--- config.mk ---
export PLATFORM = sky130hd
export DESIGN_NAME = rbsi_pt
export DESIGN_NICKNAME = d
export VERILOG_FILES = /design/src/hdl/rbsi_pkg.sv /design/src/hdl/rbsi_pt.sv
export SDC_FILE = /design/constraint.sdc
export NUM_CORES = 2
export LEC_CHECK = 0
export ABC_AREA = 1
export BUFFER_PORTS_ARGS = -buffer_cell sky130_fd_sc_hd__buf_4
export CORE_MARGIN = 2
export CORE_UTILIZATION = 35
export CTS_CLUSTER_SIZE = 40
export DETAILED_ROUTE_END_ITERATION = 16
export GPL_TIMING_DRIVEN = 0
export PLACE_DENSITY = 0.54
export REMOVE_ABC_BUFFERS = 1
export SETUP_SLACK_MARGIN = 0.2
export SYNTH_ARGS = -nofsm -noshare
export SYNTH_HDL_FRONTEND = slang
export SYNTH_SLANG_ARGS = --single-unit
--- constraint.sdc ---
create_clock -name i_clk -period 15.2 [get_ports i_clk]
set_input_delay 2.28 -clock i_clk [delete_from_list [all_inputs] [get_ports i_clk]]
set_output_delay 2.28 -clock i_clk [all_outputs]
set_load 0.01 [all_outputs]
--- src/hdl/rbsi_pkg.sv ---
`timescale 1ns / 1ps
// Shared definitions for the ray/box slab intersection unit.
// No dependencies; imported by every module of the block.
package rbsi_pkg;

    localparam int COORD_WIDTH_DEF = 32;
    localparam int FRAC_BITS_DEF   = 16;

endpackage

--- src/hdl/rbsi_pt.sv ---
`timescale 1ns / 1ps
// Point evaluation origin + dir*t: split multiply, shift, saturating add.
// Depends on rbsi_pkg; three register stages under a global enable.
module rbsi_pt import rbsi_pkg::*; #(
    parameter int COORD_WIDTH = COORD_WIDTH_DEF,
    parameter int FRAC_BITS   = FRAC_BITS_DEF
) (
    input  logic                   i_clk,
    input  logic                   i_en,
    input  logic [COORD_WIDTH-1:0] i_org,
    input  logic [COORD_WIDTH-1:0] i_dir,
    input  logic [COORD_WIDTH-1:0] i_t,
    output logic [COORD_WIDTH-1:0] o_pt,
    output logic                   o_clip
);

    localparam int W  = COORD_WIDTH;
    localparam int F  = FRAC_BITS;
    localparam int H  = W / 2;
    localparam int HB = W - H;
    localparam int MW = 2 * W - F;
    localparam int SW = MW + 2;

    logic [W:0]      dir_ext, t_ext, dir_abs, t_abs;
    logic [W-1:0]    dmag, tmag;
    logic [W+H-1:0]  n_pl;
    logic [W+HB-1:0] n_ph;

    logic [W+H-1:0]  r_pl;
    logic [W+HB-1:0] r_ph;
    logic            r_neg_a, r_neg_b;
    logic [W-1:0]    r_org_a, r_org_b;
    logic [MW-1:0]   r_m;

    logic [2*W-1:0]        full;
    logic signed [SW-1:0]  sorg, sm, sum, lim_hi, lim_lo;
    logic [W-1:0]          n_pt;
    logic                  n_clip;

    assign dir_ext = {i_dir[W-1], i_dir};
    assign t_ext   = {i_t[W-1], i_t};
    assign dir_abs = i_dir[W-1] ? -dir_ext : dir_ext;
    assign t_abs   = i_t[W-1] ? -t_ext : t_ext;
    assign dmag    = dir_abs[W-1:0];
    assign tmag    = t_abs[W-1:0];
    assign n_pl    = {{H{1'b0}}, dmag} * {{W{1'b0}}, tmag[H-1:0]};
    assign n_ph    = {{HB{1'b0}}, dmag} * {{W{1'b0}}, tmag[W-1:H]};

    assign full = {r_ph, {H{1'b0}}} + {{HB{1'b0}}, r_pl};

    assign sorg   = {{(SW-W){r_org_b[W-1]}}, r_org_b};
    assign sm     = {2'b00, r_m};
    assign sum    = r_neg_b ? (sorg - sm) : (sorg + sm);
    assign lim_hi = {{(SW-W+1){1'b0}}, {(W-1){1'b1}}};
    assign lim_lo = {{(SW-W+1){1'b1}}, {(W-1){1'b0}}};

    always_comb begin
        n_clip = 1'b0;
        n_pt   = sum[W-1:0];
        if (sum > lim_hi) begin
            n_clip = 1'b1;
            n_pt   = lim_hi[W-1:0];
        end else if (sum < lim_lo) begin
            n_clip = 1'b1;
            n_pt   = lim_lo[W-1:0];
        end
    end

    always_ff @(posedge i_clk) begin
        if (i_en) begin
            r_pl    <= n_pl;
            r_ph    <= n_ph;
            r_neg_a <= i_dir[W-1] ^ i_t[W-1];
            r_org_a <= i_org;
            r_m     <= full[2*W-1:F];
            r_neg_b <= r_neg_a;
            r_org_b <= r_org_a;
            o_pt    <= n_pt;
            o_clip  <= n_clip;
        end
    end

endmodule

==> results.json <==
{
  "routed_via_density": 4.97,
  "startpoint_type": "primary input",
  "yosysMostFrequentCell": "nand2_1",
  "maxSlewHeadroom_pct": 0.217,
  "synth_area_leaders": "fa_1 34%, edfxtp_1 14%, nand2_1 12%",
  "async_flop_share_pct": 0,
  "worst_setup_path_end_kind": "flop",
  "antenna_cells": 0,
  "slew_viol_final": 0,
  "cts_buffers": 27,
  "synth_top_area_share_pct": 34.1,
  "hp-class": "reg2reg",
  "vias": 40981,
  "start_util_pct": 35.2,
  "postSynthCellCount": 6340,
  "crit_top_cell": "inv_1",
  "n_fill_cell": 14603,
  "post-synth-top-area-cell": "fa_1",
  "rsz0062_at_grt": "false",
  "area_growth_pct": 8.55,
  "seq_area_frac_synth_pct": 13.9,
  "clock_latency_ns": 0.58,
  "drtPass1Iterations": 5,
  "highest_layer": "met5",
  "cp.required_ns": 15.51,
  "post_cts_resized": 0,
  "clkSinkCount": 227,
  "synth_area_per_cell_um2": 7.75,
  "postCtsSetupRepairBufs": 0,
  "cts_hold_buffers": 0,
  "synth.cell_area_mm2": 0.0491,
  "die_h_um": 379,
  "fmax_ghz": 0.0772,
  "io_pins": 131,
  "root_buffer": "clkbuf_16",
  "arrival_ns": 13.27,
  "wl_met2_um": 73800,
  "finalHoldViolCount": 0,
  "die_x_um": 379,
  "drt-met1-wl_um": 69100,
  "drt_wl_total_um": 163000,
  "grt_pass1_vias": 42658,
  "synth_edf_count": 227,
  "synth_cell_types": 58,
  "drtIter0Drc": 2976,
  "cts_tree": "done",
  "path_class": "in2reg",
  "wl_met3_um": 12900,
  "worstMarginPinSlew_ns": 1.49,
  "ant_nets": 0,
  "fin_setup_tns_ns": 0,
  "drcViolationCount": 0,
  "cap_violations": 1,
  "overflow": 0,
  "grt_pass1_wl_um": 251000,
  "skew_ns": 0.0290,
  "failed_checks": "max-capacitance violations",
  "dieArea_mm2": 0.143,
  "rows": 137,
  "synth_warnings": 0,
  "clk_pin_slew_ns": 0.07,
  "drive_above_1_share_pct": 4.73,
  "status": "finished, violations left",
  "htreeDepth": 1,
  "path_max_fanout": 24,
  "period_share_pct": 85.2,
  "gp_congestion": 0.970,
  "coreArea_mm2": 0.139,
  "finalNetCount": 7601,
  "wire_per_inst_um": 19.8,
  "grt_max_degree": 95,
  "min_period_ns": 12.96,
  "cts_max_path_buffers": 3,
  "grt_antenna_before_repair": 1,
  "dp_hpwl_um": 130000,
  "critPathSlowestCell": "inv_1",
  "synth-main-ff-cell": "edfxtp_1",
  "finalSetupViolCount": 0,
  "critPathMaxStageDelay_ns": 1.25,
  "ys_ff_latch": 227,
  "ys_top_cells_by_count": "1521 x nand2_1, 1506 x inv_1, 837 x fa_1, 684 x nor2_1, 321 x ha_1",
  "grt.total_usage_pct": 23.0,
  "port_buffers": 130
}
==> cell type report <==
| class | count | area (um2) | area share (%) |
|---|---|---|---|
| multi-input combinational | 4412 | 36100 | 67.7 |
| sequential | 227 | 6820 | 12.8 |
| inverter | 1527 | 5740 | 10.8 |
| tap | 1876 | 2350 | 4.40 |
| timing repair buffer | 150 | 1430 | 2.69 |
| clock buffer | 31 | 691 | 1.30 |
| clock inverter | 19 | 194 | 0.364 |
==> sequential cells by signal (all words and copies together) (netlist names) <==
register	count
r_pl	32
o_pt	32
r_ph	48
r_org_a	32
r_m	48
o_clip	1
r_neg_a	1
r_neg_b	1
r_org_b	32
==> layout by cell type (no fill, tap or decap), types with 54 or more instances in the layout <==
cell type / synthesis / final
fa_1: 837 / 837
a21oi_1: 217 / 217
xnor2_1: 71 / 71
buf_4: 7 / 129
nand3_1: 126 / 125
nand2_1: 1521 / 1508
nand4_1: 54 / 54
inv_1: 1506 / 1506
ha_1: 321 / 321
xor2_1: 155 / 141
nor2_1: 684 / 684
o21ai_0: 139 / 137
edfxtp_1: 227 / 227
==> cells by family after synthesis <==
| logic type | share of synthesized area, % |
|---|---|
| flops | 13.9 |
| buf+inv | 13.2 |
| fa+ha+maj | 42.3 |
| compound gates | 5.56 |
| simple gates | 20.9 |
| xor+xnor | 4.10 |
==> metrics by stage <==
stage / std cells / hold slack, ns / setup WS (ns) / utilization [%] / instance area [um2]
floorplan: 6166 / 0.400 / 5.43 / - / 48300
global placement: 8172 / 0.403 / 0.181 / 37.1 / 51700
detailed placement: 8190 / 0.405 / 1.99 / 37.6 / 52400
CTS: 8240 / 0.413 / 2.58 / 38.2 / 53300
global route: 8242 / 0.418 / 1.90 / 38.2 / 53300
finish: 8242 / 0.412 / 2.24 / 38.2 / 53300
==> layer usage <==
metal / vias to the layer above / GRT usage, %
li1: 18949 / -
met1: 20198 / 30.4
met2: 1540 / 37.7
met3: 292 / 3.66
met4: 2 / 8.50
met5: - / 0
==> path summary, 6_finish.rpt <==
path / startpoint / endpoint / slack (ns) / cells after the start
setup / recovery: i_dir[0] / r_pl[45]$_DFFE_PP_ / 2.24 / 34
hold / removal: r_org_a[29]$_DFFE_PP_ / r_org_b[29]$_DFFE_PP_ / 0.41 / 0
setup reg to reg: r_m[0]$_DFFE_PP_ / o_pt[19]$_SDFFCE_PN1P_ / 8.37 / 30
hold reg to reg: r_org_a[29]$_DFFE_PP_ / r_org_b[29]$_DFFE_PP_ / 0.41 / 0
==> critical path, delay by kind of cell <==
kind            cells  cell delay, ns
simple gates        8            2.37
xor+xnor            1            0.20
buf+inv            10            2.75
fa+ha+maj           8            3.80
compound gates      7            1.83
Power is not shown: default switching activity piles up to over one toggle a cycle in this logic, so the estimate is an artifact.
